===== src/sv/dvrc_pkg.sv =====
// Shared types, constants and helpers for the distance-vector route coordinator.
`default_nettype none
package dvrc_pkg;

    localparam int NUM_DEST   = 128;
    localparam int DEST_W     = $clog2(NUM_DEST);
    localparam int MAX_NB     = 16;
    localparam int NB_W       = $clog2(MAX_NB);
    localparam int SUCC_W     = $clog2(MAX_NB + 1);
    localparam int NBCNT_W    = 5;
    localparam int DIST_W     = 8;
    localparam int KIND_W     = 2;
    localparam int CFG_IDX_W  = 1;
    localparam int CFG_DATA_W = 7;
    localparam int FIFO_DEPTH = 4;
    localparam int FIFO_AW    = $clog2(FIFO_DEPTH);
    localparam int FIFO_CW    = $clog2(FIFO_DEPTH + 1);

    localparam logic [DIST_W-1:0] INF_DIST = DIST_W'((1 << DIST_W) - 1);
    localparam logic [SUCC_W-1:0] NB_NONE  = SUCC_W'(MAX_NB);

    // Incoming message kinds
    localparam logic [KIND_W-1:0] REQ_ROUTE   = 2'd0;
    localparam logic [KIND_W-1:0] REQ_COORD   = 2'd1;
    localparam logic [KIND_W-1:0] REQ_UNCOORD = 2'd2;

    // Outgoing message kinds
    localparam logic [KIND_W-1:0] MSG_ROUTE   = 2'd0;
    localparam logic [KIND_W-1:0] MSG_COORD   = 2'd1;
    localparam logic [KIND_W-1:0] MSG_UNCOORD = 2'd2;

    // Configuration register indexes
    localparam logic [CFG_IDX_W-1:0] CFG_NODE_ID  = 1'd0;
    localparam logic [CFG_IDX_W-1:0] CFG_NB_COUNT = 1'd1;

    typedef struct packed {
        logic [DIST_W-1:0] hops;
        logic [SUCC_W-1:0] succ;
        logic              coord;
        logic [SUCC_W-1:0] held;
        logic [MAX_NB-1:0] pend;
    } t_entry;

    localparam int ENTRY_W = $bits(t_entry);

    localparam t_entry ENTRY_RESET = '{
        hops:  INF_DIST,
        succ:  NB_NONE,
        coord: 1'b0,
        held:  NB_NONE,
        pend:  '0
    };

    typedef struct packed {
        logic [KIND_W-1:0] kind;
        logic              to_all;
        logic [NB_W-1:0]   target;
        logic [DEST_W-1:0] dest;
        logic [DIST_W-1:0] hops;
        logic              last;
    } t_msg;

    // Up to two results from one message, slot 0 first
    typedef struct packed {
        logic v0;
        t_msg m0;
        logic v1;
        t_msg m1;
    } t_push;

    typedef struct packed {
        logic              rd_en;
        logic [DEST_W-1:0] rd_addr;
        logic              wr_en;
        logic [DEST_W-1:0] wr_addr;
        t_entry            wr_data;
    } t_tab_req;

    function automatic t_msg mk_msg(input logic [KIND_W-1:0] kind,
                                    input logic              to_all,
                                    input logic [NB_W-1:0]   target,
                                    input logic [DEST_W-1:0] dest,
                                    input logic [DIST_W-1:0] hops);
        t_msg m;
        m.kind   = kind;
        m.to_all = to_all;
        m.target = to_all ? '0 : target;
        m.dest   = dest;
        m.hops   = (kind == MSG_ROUTE) ? hops : '0;
        m.last   = 1'b0;
        return m;
    endfunction

endpackage
`default_nettype wire


===== src/sv/dvrc_req_if.sv =====
// Channel carrying incoming control messages.
`default_nettype none
interface dvrc_req_if import dvrc_pkg::*; ();
    logic              valid;
    logic              ready;
    logic [KIND_W-1:0] req_type;
    logic [NB_W-1:0]   from_neighbor;
    logic [DEST_W-1:0] dest;
    logic [DIST_W-1:0] advertised_dist;

    modport source(output valid, output req_type, output from_neighbor, output dest,
                   output advertised_dist, input ready);
    modport sink(input valid, input req_type, input from_neighbor, input dest,
                 input advertised_dist, output ready);
endinterface
`default_nettype wire


===== src/sv/dvrc_msg_if.sv =====
// Channel carrying outgoing control messages.
`default_nettype none
interface dvrc_msg_if import dvrc_pkg::*; ();
    logic              valid;
    logic              ready;
    logic [KIND_W-1:0] msg_kind;
    logic              to_all;
    logic [NB_W-1:0]   target_neighbor;
    logic [DEST_W-1:0] dest_out;
    logic [DIST_W-1:0] dist_out;
    logic              last;

    modport source(output valid, output msg_kind, output to_all, output target_neighbor,
                   output dest_out, output dist_out, output last, input ready);
    modport sink(input valid, input msg_kind, input to_all, input target_neighbor,
                 input dest_out, input dist_out, input last, output ready);
endinterface
`default_nettype wire


===== src/sv/dvrc_ram.sv =====
// Simple dual-port synchronous RAM with registered read data.
`default_nettype none
module dvrc_ram #(
    parameter int WIDTH = 8,
    parameter int DEPTH = 16
) (
    input  logic                     i_clk,
    input  logic                     i_we,
    input  logic [$clog2(DEPTH)-1:0] i_waddr,
    input  logic [WIDTH-1:0]         i_wdata,
    input  logic                     i_re,
    input  logic [$clog2(DEPTH)-1:0] i_raddr,
    output logic [WIDTH-1:0]         o_rdata
);
    logic [WIDTH-1:0] r_mem [DEPTH];
    logic [WIDTH-1:0] r_rdata;

    always_ff @(posedge i_clk) begin
        if (i_we) begin
            r_mem[i_waddr] <= i_wdata;
        end
        if (i_re) begin
            r_rdata <= r_mem[i_raddr];
        end
    end

    assign o_rdata = r_rdata;
endmodule
`default_nettype wire


===== src/sv/dvrc_engine.sv =====
// Message decode, table read-modify-write and result generation.
`default_nettype none
module dvrc_engine import dvrc_pkg::*; (
    input  logic                  i_clk,
    input  logic                  i_rst_n,
    input  logic                  i_cfg_we,
    input  logic [CFG_IDX_W-1:0]  i_cfg_idx,
    input  logic [CFG_DATA_W-1:0] i_cfg_data,
    input  logic                  i_room,
    input  t_entry                i_rd_data,
    dvrc_req_if.sink              i_req,
    output t_tab_req              o_tab,
    output t_push                 o_push
);
    typedef enum logic {S_IDLE, S_EXEC} t_state;

    t_state              r_state;
    logic [KIND_W-1:0]   r_req_type;
    logic [NB_W-1:0]     r_from;
    logic [DEST_W-1:0]   r_dest;
    logic [DIST_W-1:0]   r_adv;
    logic [DEST_W-1:0]   r_node_id;
    logic [NBCNT_W-1:0]  r_nb_cnt;
    logic [NUM_DEST-1:0] r_tab_vld;
    logic                r_hit;

    logic                accept;
    t_entry              e;
    t_entry              n_e;
    logic                wr;
    logic                own;
    logic [DIST_W-1:0]   eff_dist;
    logic [SUCC_W-1:0]   eff_succ;
    logic [NBCNT_W-1:0]  lc;
    logic [MAX_NB-1:0]   lmask;
    logic [MAX_NB-1:0]   pend_left;
    logic [DIST_W-1:0]   nd;
    logic                a_v;
    logic                b_v;
    t_msg                a_m;
    t_msg                b_m;

    assign i_req.ready = (r_state == S_IDLE) && i_room;
    assign accept      = i_req.valid && i_req.ready;

    // Entries never written read as their reset value
    assign e        = r_hit ? i_rd_data : ENTRY_RESET;
    assign own      = (r_dest == r_node_id);
    assign eff_dist = own ? '0 : e.hops;
    assign eff_succ = own ? NB_NONE : e.succ;
    assign lc       = (r_nb_cnt > NBCNT_W'(MAX_NB)) ? NBCNT_W'(MAX_NB) : r_nb_cnt;
    assign nd       = r_adv + DIST_W'(1);

    always_comb begin
        for (int i = 0; i < MAX_NB; i++) begin
            lmask[i] = (NBCNT_W'(i) < lc);
        end
    end

    assign pend_left = e.pend & ~(MAX_NB'(1) << r_from);

    always_comb begin
        n_e = e;
        wr  = 1'b0;
        a_v = 1'b0;
        b_v = 1'b0;
        a_m = mk_msg(MSG_ROUTE, 1'b1, '0, r_dest, '0);
        b_m = mk_msg(MSG_UNCOORD, 1'b0, r_from, r_dest, '0);
        case (r_req_type)
            REQ_ROUTE: begin
                if (!own && r_adv < INF_DIST - DIST_W'(1)) begin
                    if (e.hops == INF_DIST || nd < e.hops) begin
                        wr       = 1'b1;
                        n_e.hops = nd;
                        n_e.succ = {1'b0, r_from};
                        a_v      = !e.coord;
                        a_m      = mk_msg(MSG_ROUTE, 1'b1, '0, r_dest, nd);
                    end
                end
            end
            REQ_COORD: begin
                if (e.coord) begin
                    b_v = 1'b1;
                end else if ({1'b0, r_from} != eff_succ) begin
                    a_v = (eff_dist != INF_DIST);
                    a_m = mk_msg(MSG_ROUTE, 1'b0, r_from, r_dest, eff_dist);
                    b_v = 1'b1;
                end else begin
                    wr        = 1'b1;
                    n_e.coord = 1'b1;
                    n_e.held  = e.succ;
                    n_e.hops  = INF_DIST;
                    n_e.succ  = NB_NONE;
                    n_e.pend  = lmask;
                    a_v       = 1'b1;
                    a_m       = mk_msg(MSG_COORD, 1'b1, '0, r_dest, '0);
                end
            end
            REQ_UNCOORD: begin
                if (e.coord) begin
                    wr       = 1'b1;
                    n_e.pend = pend_left;
                    if ((pend_left & lmask) == '0) begin
                        // Last reply in: leave coordination
                        n_e.coord = 1'b0;
                        a_v = (eff_dist != INF_DIST);
                        a_m = mk_msg(MSG_ROUTE, 1'b1, '0, r_dest, eff_dist);
                        b_v = (e.held != NB_NONE) && (e.held < lc);
                        b_m = mk_msg(MSG_UNCOORD, 1'b0, e.held[NB_W-1:0], r_dest, '0);
                    end
                end
            end
            default: begin
                // unknown kind: drop
            end
        endcase
    end

    // Compact into slot 0 first and flag the final result
    always_comb begin
        o_push    = '0;
        o_push.v0 = (r_state == S_EXEC) && (a_v || b_v);
        o_push.m0 = a_v ? a_m : b_m;
        o_push.m0.last = !(a_v && b_v);
        o_push.v1 = (r_state == S_EXEC) && a_v && b_v;
        o_push.m1 = b_m;
        o_push.m1.last = 1'b1;
    end

    always_comb begin
        o_tab.rd_en   = accept;
        o_tab.rd_addr = i_req.dest;
        o_tab.wr_en   = (r_state == S_EXEC) && wr;
        o_tab.wr_addr = r_dest;
        o_tab.wr_data = n_e;
    end

    always_ff @(posedge i_clk) begin
        if (!i_rst_n) begin
            r_state   <= S_IDLE;
            r_node_id <= '0;
            r_nb_cnt  <= '0;
            r_tab_vld <= '0;
        end else begin
            if (i_cfg_we) begin
                case (i_cfg_idx)
                    CFG_NODE_ID:  r_node_id <= i_cfg_data[DEST_W-1:0];
                    CFG_NB_COUNT: r_nb_cnt  <= i_cfg_data[NBCNT_W-1:0];
                    default: begin
                    end
                endcase
            end
            case (r_state)
                S_IDLE: begin
                    if (accept) begin
                        r_state <= S_EXEC;
                    end
                end
                S_EXEC: begin
                    if (o_tab.wr_en) begin
                        r_tab_vld[r_dest] <= 1'b1;
                    end
                    r_state <= S_IDLE;
                end
                default: r_state <= S_IDLE;
            endcase
        end
    end

    always_ff @(posedge i_clk) begin
        if (accept) begin
            r_req_type <= i_req.req_type;
            r_from     <= i_req.from_neighbor;
            r_dest     <= i_req.dest;
            r_adv      <= i_req.advertised_dist;
            r_hit      <= r_tab_vld[i_req.dest];
        end
    end

    a_accept_exec: assert property (@(posedge i_clk) disable iff (!i_rst_n)
        accept |=> (r_state == S_EXEC))
        else $error("accepted message not followed by table update");

    a_second_needs_first: assert property (@(posedge i_clk) disable iff (!i_rst_n)
        o_push.v1 |-> (o_push.v0 && !o_push.m0.last))
        else $error("second result without a non-final first result");

    a_own_route_kept: assert property (@(posedge i_clk) disable iff (!i_rst_n)
        (r_state == S_EXEC && r_req_type == REQ_ROUTE && r_dest == r_node_id)
            |-> !o_tab.wr_en)
        else $error("route advert wrote own node entry");

    a_write_in_exec: assert property (@(posedge i_clk) disable iff (!i_rst_n)
        (o_tab.wr_en || o_push.v0) |-> (r_state == S_EXEC))
        else $error("table write or result outside update cycle");
endmodule
`default_nettype wire


===== src/sv/dvrc_ofifo.sv =====
// Result queue: takes up to two results a cycle, hands out one per transfer.
`default_nettype none
module dvrc_ofifo import dvrc_pkg::*; (
    input  logic        i_clk,
    input  logic        i_rst_n,
    input  t_push       i_push,
    output logic        o_room,
    dvrc_msg_if.source  o_msg
);
    t_msg                r_mem [FIFO_DEPTH];
    logic [FIFO_AW-1:0]  r_wp;
    logic [FIFO_AW-1:0]  r_rp;
    logic [FIFO_CW-1:0]  r_count;

    logic                pop;
    logic [FIFO_CW-1:0]  n_count;
    logic [FIFO_AW-1:0]  wp1;
    t_msg                head;

    assign pop  = o_msg.valid && o_msg.ready;
    assign wp1  = r_wp + FIFO_AW'(1);
    assign head = r_mem[r_rp];

    // Room for the worst case of two results from the next message
    assign o_room = (r_count <= FIFO_CW'(FIFO_DEPTH - 2));

    assign n_count = r_count + FIFO_CW'(i_push.v0) + FIFO_CW'(i_push.v1) - FIFO_CW'(pop);

    assign o_msg.valid           = (r_count != '0);
    assign o_msg.msg_kind        = head.kind;
    assign o_msg.to_all          = head.to_all;
    assign o_msg.target_neighbor = head.target;
    assign o_msg.dest_out        = head.dest;
    assign o_msg.dist_out        = head.hops;
    assign o_msg.last            = head.last;

    always_ff @(posedge i_clk) begin
        if (!i_rst_n) begin
            r_wp    <= '0;
            r_rp    <= '0;
            r_count <= '0;
        end else begin
            if (i_push.v0) begin
                r_wp <= i_push.v1 ? wp1 + FIFO_AW'(1) : wp1;
            end
            if (pop) begin
                r_rp <= r_rp + FIFO_AW'(1);
            end
            r_count <= n_count;
        end
    end

    always_ff @(posedge i_clk) begin
        if (i_push.v0) begin
            r_mem[r_wp] <= i_push.m0;
        end
        if (i_push.v1) begin
            r_mem[wp1] <= i_push.m1;
        end
    end

    a_no_overflow: assert property (@(posedge i_clk) disable iff (!i_rst_n)
        i_push.v0 |-> (r_count <= FIFO_CW'(FIFO_DEPTH - 2)))
        else $error("result pushed without room for two");

    a_count_bound: assert property (@(posedge i_clk) disable iff (!i_rst_n)
        r_count <= FIFO_CW'(FIFO_DEPTH))
        else $error("result queue count out of range");

    a_count_track: assert property (@(posedge i_clk) disable iff (!i_rst_n)
        (!i_push.v0 && !pop) |=> $stable(r_count))
        else $error("result queue count moved without push or pop");
endmodule
`default_nettype wire


===== src/sv/distance_vector_route_coordinator_unit.sv =====
// Top level of the distance-vector route coordinator.
// Handles one control message at a time: its destination's table entry is
// read in the cycle the message transfers, then modified and written back
// in the next; no new message is taken until this single read-then-write
// pass over the 128-entry route table is done. Each message gives zero to
// two result messages, queued four deep and handed out one per output
// transfer; a new message is taken only while at least two queue slots are
// free, so a slow output side throttles the input. Entries never written
// read as unknown (infinite distance, no successor, not coordinating) from
// per-entry valid bits cleared at reset, so no clearing pass is needed.
// The user must write configuration (node_id at index 0, neighbor_count
// at index 1) only while no message is in flight; this is not enforced.
`default_nettype none
module distance_vector_route_coordinator_unit import dvrc_pkg::*; (
    input  logic                  i_clk,
    input  logic                  i_rst_n,
    input  logic                  i_cfg_we,
    input  logic [CFG_IDX_W-1:0]  i_cfg_idx,
    input  logic [CFG_DATA_W-1:0] i_cfg_data,
    dvrc_req_if.sink              i_req,
    dvrc_msg_if.source            o_msg
);
    t_tab_req             tab;
    t_push                push;
    logic                 room;
    logic [ENTRY_W-1:0]   rd_raw;

    dvrc_ram #(
        .WIDTH (ENTRY_W),
        .DEPTH (NUM_DEST)
    ) u_tab (
        .i_clk   (i_clk),
        .i_we    (tab.wr_en),
        .i_waddr (tab.wr_addr),
        .i_wdata (tab.wr_data),
        .i_re    (tab.rd_en),
        .i_raddr (tab.rd_addr),
        .o_rdata (rd_raw)
    );

    dvrc_engine u_engine (
        .i_clk      (i_clk),
        .i_rst_n    (i_rst_n),
        .i_cfg_we   (i_cfg_we),
        .i_cfg_idx  (i_cfg_idx),
        .i_cfg_data (i_cfg_data),
        .i_room     (room),
        .i_rd_data  (t_entry'(rd_raw)),
        .i_req      (i_req),
        .o_tab      (tab),
        .o_push     (push)
    );

    dvrc_ofifo u_ofifo (
        .i_clk   (i_clk),
        .i_rst_n (i_rst_n),
        .i_push  (push),
        .o_room  (room),
        .o_msg   (o_msg)
    );
endmodule
`default_nettype wire


===== src/flat_wrapper.sv =====
// flat-port wrapper written by rule: the top's interface ports become plain ports
module distance_vector_route_coordinator_unit_flat import dvrc_pkg::*;
  (i_clk, i_rst_n, i_cfg_we, i_cfg_idx, i_cfg_data, i_req_valid, i_req_req_type, i_req_from_neighbor, i_req_dest, i_req_advertised_dist, i_req_ready, o_msg_valid, o_msg_msg_kind, o_msg_to_all, o_msg_target_neighbor, o_msg_dest_out, o_msg_dist_out, o_msg_last, o_msg_ready);
  dvrc_req_if i_req_i ();
  dvrc_msg_if o_msg_i ();
  input  logic i_clk;
  input  logic i_rst_n;
  input  logic i_cfg_we;
  input  logic [CFG_IDX_W-1:0] i_cfg_idx;
  input  logic [CFG_DATA_W-1:0] i_cfg_data;
  input wire logic [$bits(i_req_i.valid)-1:0] i_req_valid;
  input wire logic [$bits(i_req_i.req_type)-1:0] i_req_req_type;
  input wire logic [$bits(i_req_i.from_neighbor)-1:0] i_req_from_neighbor;
  input wire logic [$bits(i_req_i.dest)-1:0] i_req_dest;
  input wire logic [$bits(i_req_i.advertised_dist)-1:0] i_req_advertised_dist;
  output wire logic [$bits(i_req_i.ready)-1:0] i_req_ready;
  output wire logic [$bits(o_msg_i.valid)-1:0] o_msg_valid;
  output wire logic [$bits(o_msg_i.msg_kind)-1:0] o_msg_msg_kind;
  output wire logic [$bits(o_msg_i.to_all)-1:0] o_msg_to_all;
  output wire logic [$bits(o_msg_i.target_neighbor)-1:0] o_msg_target_neighbor;
  output wire logic [$bits(o_msg_i.dest_out)-1:0] o_msg_dest_out;
  output wire logic [$bits(o_msg_i.dist_out)-1:0] o_msg_dist_out;
  output wire logic [$bits(o_msg_i.last)-1:0] o_msg_last;
  input wire logic [$bits(o_msg_i.ready)-1:0] o_msg_ready;
  assign i_req_i.valid = i_req_valid;
  assign i_req_i.req_type = i_req_req_type;
  assign i_req_i.from_neighbor = i_req_from_neighbor;
  assign i_req_i.dest = i_req_dest;
  assign i_req_i.advertised_dist = i_req_advertised_dist;
  assign i_req_ready = i_req_i.ready;
  assign o_msg_valid = o_msg_i.valid;
  assign o_msg_msg_kind = o_msg_i.msg_kind;
  assign o_msg_to_all = o_msg_i.to_all;
  assign o_msg_target_neighbor = o_msg_i.target_neighbor;
  assign o_msg_dest_out = o_msg_i.dest_out;
  assign o_msg_dist_out = o_msg_i.dist_out;
  assign o_msg_last = o_msg_i.last;
  assign o_msg_i.ready = o_msg_ready;
  distance_vector_route_coordinator_unit u_core (.i_clk(i_clk), .i_rst_n(i_rst_n), .i_cfg_we(i_cfg_we), .i_cfg_idx(i_cfg_idx), .i_cfg_data(i_cfg_data), .i_req(i_req_i), .o_msg(o_msg_i));
endmodule

===== config.mk =====
export PLATFORM = sky130hd
export DESIGN_NAME = distance_vector_route_coordinator_unit_flat
export DESIGN_NICKNAME = d
export VERILOG_FILES = /design/src/sv/dvrc_pkg.sv /design/src/sv/dvrc_req_if.sv /design/src/sv/dvrc_msg_if.sv /design/src/sv/dvrc_ram.sv /design/src/sv/dvrc_engine.sv /design/src/sv/dvrc_ofifo.sv /design/src/sv/distance_vector_route_coordinator_unit.sv /design/src/flat_wrapper.sv
export SDC_FILE = /design/constraint.sdc
export NUM_CORES = 2
export LEC_CHECK = 0
export BUFFER_PORTS_ARGS = -buffer_cell sky130_fd_sc_hd__buf_2
export CORE_MARGIN = 2
export CORE_UTILIZATION = 55
export CTS_BUF_LIST = sky130_fd_sc_hd__clkbuf_8
export DETAILED_ROUTE_END_ITERATION = 10
export HOLD_SLACK_MARGIN = 0.05
export PLACE_DENSITY = 0.75
export SLEW_MARGIN = 20
export SYNTH_ARGS = -nofsm -noshare
export SYNTH_HDL_FRONTEND = slang
export SYNTH_MEMORY_MAX_BITS = 65536
export SYNTH_SLANG_ARGS = --single-unit

===== constraint.sdc =====
create_clock -name i_clk -period 8.5 [get_ports i_clk]
set_input_delay 0.425 -clock i_clk [delete_from_list [all_inputs] [get_ports i_clk]]
set_output_delay 0.425 -clock i_clk [all_outputs]
set_load 0.03 [all_outputs]

======== After elaboration in Yosys (flattened, before gate mapping) ========
Memories as Yosys holds them, arrays and structs flattened. A register that Yosys moved wholly into a read port is not among the register bits.
Cells that the tools add are included.
storage, ports and cells
  register bits ........................... 170
  bits in writable memories ............... 4572
  bits of input ports ..................... 34
  output and inout bits ................... 25
  memories kept ........................... 2
memory list
  name                  words  width  rd ports  clocked after memory_dff  wr ports  RTL line          RTL
  u_core.u_tab.r_mem    128    35     1         1                         1         dvrc_ram.sv:15    logic [WIDTH-1:0] r_mem [DEPTH];
  u_core.u_ofifo.r_mem  4      23     1         1                         2         dvrc_ofifo.sv:10  t_msg r_mem [FIFO_DEPTH];
operators by class
  add/sub/neg operators ................... 7
  order comparisons ....................... 24
  equal/unequal tests ..................... 7
  shifts and indexed selects .............. 1
  mux-type cells .......................... 59
  bitwise logic cells ..................... 6
  reductions and logical operators ........ 22
operators with widths
  kind                                                number
  OR 128 bit                                          1
  two-way mux 35 bit                                  3
  case mux 22 bit (3 select lines)                    1
  two-way mux 20 bit                                  3
  two-way mux 22 bit                                  2
  < comparator 4 x 5 -> 1 bit, first input constant   8
  two-way mux 9 bit                                   4
  AND 16 bit                                          2
  case mux 16 bit (2 select lines)                    1
  two-way mux 1 bit                                   26
  two-way mux 13 bit                                  2
  case mux 13 bit (2 select lines)                    1
  two-way mux 23 bit                                  1
  < comparator 3 x 5 -> 1 bit, first input constant   4
  logical NOT 16 bit                                  1
  < comparator 7 x 8 -> 1 bit, second input constant  2
  two-way mux 16 bit                                  1
  NOT 16 bit                                          1
  << shifter 1 x 4 -> 16 bit, first input constant    1
  two-way mux 5 bit                                   3
  logical AND 1 bit                                   11
  < comparator 1 x 5 -> 1 bit, first input constant   2
  < comparator 2 x 5 -> 1 bit, first input constant   2
  adder 8 x 1 -> 8 bit, second input constant         1
  other kinds (28)                                    42

======== Logic depth before layout (Yosys ltp) ========
  word-level depth ........................ 13
  mapped depth ............................ 20

======== By module ========
Synthesis repeated with hierarchy kept, for this count alone.
second synthesis, totals
  cell total of the unflattened synthesis .. 7803
  area total of the unflattened synthesis .. 185245.2 µm²
modules (own cells, without submodules)
  module       instances  cells an instance  area each (µm²)
  dvrc_ram     1          6535               171189.2
  dvrc_engine  1          989                8747.1
  dvrc_ofifo   1          279                5308.8

======== Worst setup path before layout ========
Ideal clock, no wire load.
  path kind ............................... reg2reg
  start ................................... register u_core.u_engine.r_hit
  end ..................................... memory u_core.u_tab.r_mem[0][30] in the netlist's numbering, data pin
  setup time .............................. 1198 ps
  arrival ................................. 7351 ps
  path slack .............................. -48 ps
  cell stages (with the launch flop) ...... 12
  buffers on the path ..................... 3
  period minus slack after synthesis ...... 8548 ps
  cells stage by stage .................... edfxtp_1 > clkbuf_1 > inv_1 > clkbuf_1 > nor2_1 > ha_1 > o2111ai_1 > a311oi_1 > or4_1 > clkbuf_1 > nor2_1 > o21ai_0
RTL lines
  what                    RTL line            RTL
  from (decl)             dvrc_engine.sv:25   logic r_hit;
  from (signal assigned)  dvrc_engine.sv:176  r_hit <= r_tab_vld[i_req.dest];
  to (decl)               dvrc_ram.sv:15

======== Worst setup path after layout ========
  start ................................... register u_core.u_engine.r_adv[2]
  end ..................................... memory u_core.u_tab.r_mem[97][21] in the netlist's numbering, enable pin
between the ends
  longest elaborated chain between the ends .. 9
  elaborated cells between the ends (all ways) .. 11
  classes of those cells .................. add/sub (1); order compare (2); mux (5); reduce/logical (3)
RTL lines
  what                                         RTL line            RTL
  from (decl)                                  dvrc_engine.sv:21   logic [DIST_W-1:0] r_adv;
  from (signal assigned)                       dvrc_engine.sv:175  r_adv <= i_req.advertised_dist;
  adder 8 x 1 -> 8 bit                         dvrc_engine.sv:52   assign nd = r_adv + DIST_W'(1);
  < comparator 8 bit                           dvrc_engine.sv:72   if (e.hops == INF_DIST || nd < e.hops) begin
  logical OR 1 bit                             dvrc_engine.sv:72
  two-way mux 1 bit                            dvrc_engine.sv:72
  two-way mux 1 bit (*)                        dvrc_engine.sv:71   if (!own && r_adv < INF_DIST - DIST_W'(1)) begin
  case mux 1 bit (3 select lines) (*)          dvrc_engine.sv:69   case (r_req_type)
  logical AND 1 bit (*)                        dvrc_engine.sv:133  o_tab.wr_en = (r_state == S_EXEC) && wr;
  two-way mux 1 bit (*)                        dvrc_ram.sv:19      if (i_we) begin
  two-way mux 1 bit (implied by the code) (*)  dvrc_ram.sv:20      r_mem[i_waddr] <= i_wdata;
Mark *: on every way between the ends. The rest lies on a longest branch, timed or not.

==> Flow_metrics.wiki <==
{| class="wikitable"
! Metric !! Value
|-
| Die Area || 339000 µm²
|-
| Most common cell after layout, fill and taps aside || sky130_fd_sc_hd__edfxtp_1
|-
| Fill cell total of the finished layout || 21300
|-
| Data required time at the worst endpoint || 9.35 ns
|-
| Total area of multi-input combinational cells || 41900 µm²
|-
| Fin. Hold Viols || 0
|-
| Number of antenna violations at the first check in global routing || 37
|-
| Starting utilization of the core area || 55.2%
|-
| Root Buffer || sky130_fd_sc_hd__clkbuf_8
|-
| Top cell by count, worst path || sky130_fd_sc_hd__nand3_1
|-
| Fraction of final layout cells sized beyond drive strength 1 || 33.5%
|-
| Vias in the first global route || 87000
|-
| # setup viols final || 0
|-
| Minimum clock period after layout || 5.75 ns
|-
| Biggest fanout along the worst timing path || 36
|-
| Die height || 582 µm
|-
| Level count of the clock H-tree || 6
|-
| Chip width || 582 µm
|-
| Core box area || 333000 µm²
|-
| Gpl congestion || 0.920
|-
| Post-place instance area || 192000 µm²
|-
| Clock network latency to the later pin of the worst-skew pair || 1.26 ns
|-
| Overall routed net length || 480000 µm
|-
| Remaining global-route overflow || 0
|-
| Highest-count cells in the layout ignoring fill and taps || 4581 x sky130_fd_sc_hd__edfxtp_1, 1535 x sky130_fd_sc_hd__mux4_2, 745 x sky130_fd_sc_hd__clkbuf_8
|-
| Register Area || 142000 µm²
|-
| Number of buffers on the longest clock path || 4
|-
| Netlist area before placement || 184000 µm²
|-
| Crit path DAT || 6.60 ns
|-
| Antenna-violating nets left || 0
|-
| Global-route wire length before repair || 670000 µm
|-
| FFs w/ async S/R, synth || 0%
|-
| Number of nets produced by synthesis || 7749
|-
| Sequential area share after synthesis || 77.0%
|-
| List of cells traversed by the critical path || and3_1, nand3_1, xor2_1, inv_1, ha_1, a21o_1, nand3_1, a21oi_1, or4_1, nand3_1, nand3_4, buf_4, nor2_4
|-
| P_leak || 64.9 nW
|-
| Combined global-route utilization of all metal layers || 28.2%
|-
| Total power || 50.6 mW
|-
| Maximum vdd drop || 0.196 mV
|-
| DRC Markers || 0
|-
| Number of warnings issued by yosys || 0
|-
| Setup repair after global routing missed its margin || false
|-
| Per-cell via count in the routed design || 6.76
|-
| Library cells used by synthesis || 77
|-
| Setup clock skew after layout || 0.0967 ns
|-
| EDFF count, synth || 4581
|-
| Critical path's slowest cell || sky130_fd_sc_hd__nor2_4
|-
| Outcome || finished, final reports clean
|-
| Count of standard-cell rows || 212
|-
| Maximum number of pins on one net before global-route repair || 138
|-
| Growth of design area from synthesis to finish || 12.1%
|-
| Detailed Route Iter0 Violations || 15800
|-
| Syn avg cell area || 23.9 µm²
|-
| Pre-CTS setup slack || 2.76 ns
|-
| P per Cell Area || 246 nW/µm²
|-
| Clock-pin transition on the worst setup and hold timing paths || 0.06 ns
|-
| TritonCTS clock tree || yes
|-
| Number of buffers created by CTS || 700
|-
| Total non-filler cell area in the finished layout || 206000 µm²
|-
| Top flip-flop cell by instance count after synthesis || sky130_fd_sc_hd__edfxtp_1
|-
| Final period utilization || 67.6%
|-
| Nature of the critical path endpoint || flop
|-
| Number of sinks driven by the clock tree || 4779
|-
| Final Slew Violations || 0
|-
| Detailed placement HPWL || 289000 µm
|-
| Buffers inserted by post-CTS timing repair || 0
|-
| Vias after detailed routing || 90100
|-
| Detail-routed net length per standard cell || 36.0 µm
|-
| I/O pin count || 59
|-
| Layout net count || 8413
|-
| Element type at the critical path start || flop
|-
| Worst slew pin tran || 1.25 ns
|-
| Number of instances in the synthesized netlist || 7691
|-
| Largest stage delay on the critical path || 0.90 ns
|-
| Synthesis-stage register bit count || 4779
|-
| FMAX || 174 MHz
|-
| Worst rel slew slack || 16.4%
|-
| Final core utilization || 61.9%
|-
| Worst Hold Class || in2reg
|-
| CP Class || reg2reg
|-
| Input/output buffers || 58
|-
| Worst-case setup margin in the final layout || 2.75 ns
|-
| Max capacitance violation total || 0
|-
| Detailed Routing Iterations Pass 1 || 8
|}
[power by group]
part	internal (mW)	switching, mW
sequential	27.6	0.159
clock	8.63	8.62
combinational	1.36	4.24
[state kept, by name, summed over array words and instances (netlist names), 3 cells and up, named ones only]
register and flops:
u_core.u_tab.o_rdata 35, u_core.u_engine.r_adv 8, u_core.u_engine.r_from 4, u_core.u_engine.r_tab_vld 128
u_core.u_tab.r_mem 4480, u_core.u_engine.r_dest 7, u_core.u_engine.r_node_id 7, u_core.u_ofifo.r_count 3
u_core.u_engine.r_nb_cnt 5, u_core.u_ofifo.r_mem 92
[cell usage after synthesis, drive strengths merged, types with 7 or more instances]
master	instances	area [µm²]
a211oi	8	95.1
a21boi	7	52.6
a21oi	47	265
a22oi	34	260
a31oi	9	96.3
a32o	8	80.1
and2	49	307
buf	121	541
clkbuf	312	1170
dfxtp	198	3960
edfxtp	4581	138000
ha	22	275
inv	16	60.1
mux2	37	417
mux2i	12	120
mux4	1535	34600
nand2	127	477
nand2b	13	86.3
nand3	23	115
nand4	7	43.8
nor2	194	728
nor2b	13	81.3
nor4	11	81.3
o2111ai	10	87.6
o21a	131	983
o21ai	26	130
o22ai	22	138
o31ai	9	67.6
xnor2	15	131
[metrics by stage]
stage / instances / setup TNS, ns / hold WS [ns]
2_1_floorplan: 7691 / -18.50 / 0.418
3_3_place_gp: 11900 / 0 / 0.435
3_5_place_dp: 12000 / 0 / 0.447
4_1_cts: 13300 / 0 / 0.0533
5_1_grt: 13300 / 0 / 0.0887
6_report: 13300 / 0 / 0.146
[kinds of logic after synthesis]
family	after synthesis	synth area share [%]
buffers and inverters	449	0.966
AND/OR/NAND/NOR	478	1.22
AO/OA/AOI/OAI	357	1.44
multiplexers	1584	19.1
XOR/XNOR	19	0.0905
flip-flops	4779	77.0
adder cells (fa/ha/maj)	25	0.178
[what timing repair did]
action | CTS | global route
hold buffers | 69 | 0
resized for setup | 0 | 0
hold endpoints to repair | 136 | 0
[worst max-delay path: cells and delay by family (launching register included)]
kind / cells / cell delay (ns)
AOI/OAI and AO/OA: 2 / 0.25
xor gates and xnor gates: 1 / 0.32
adders and majority gates: 1 / 0.33
buffers and inverters: 2 / 0.65
DFF: 1 / 0.47
and+or+nand+nor: 7 / 3.26
[layout make-up]
type / count / share of cell area [%]
timing repair buffer: 395 / 2.01
antenna: 22 / 0.0267
clock inverter: 508 / 1.32
clock buffer: 745 / 4.97
inverter: 16 / 0.0291
tap: 4387 / 2.66
sequential: 4779 / 68.7
multi-input combinational: 2463 / 20.3
[layer usage]
metal	vias up	part of all wire (%)	wire length (µm)	global-route usage, %
met3	756	14	67800	7.97
met1	47700	37	177000	41.6
met4	16	3.7	17900	9.89
li1	34700	-	-	-
met5	-	0.024	117	0
met2	6948	45	217000	41.0
[final timing paths]
check,start,to,slack (ns),cells after the start
worst max register to register,u_core.u_engine.r_adv[2],u_core.u_tab.r_mem[97][21],2.75,13
worst min-delay path,i_cfg_data[2],u_core.u_engine.r_nb_cnt[2],0.15,4
worst max-delay path,u_core.u_engine.r_adv[2],u_core.u_tab.r_mem[97][21],2.75,13
worst min register to register,u_core.u_ofifo.r_mem[0][22],u_core.u_ofifo.r_mem[0][22],0.46,2
Power figures use the tool's default switching activity.
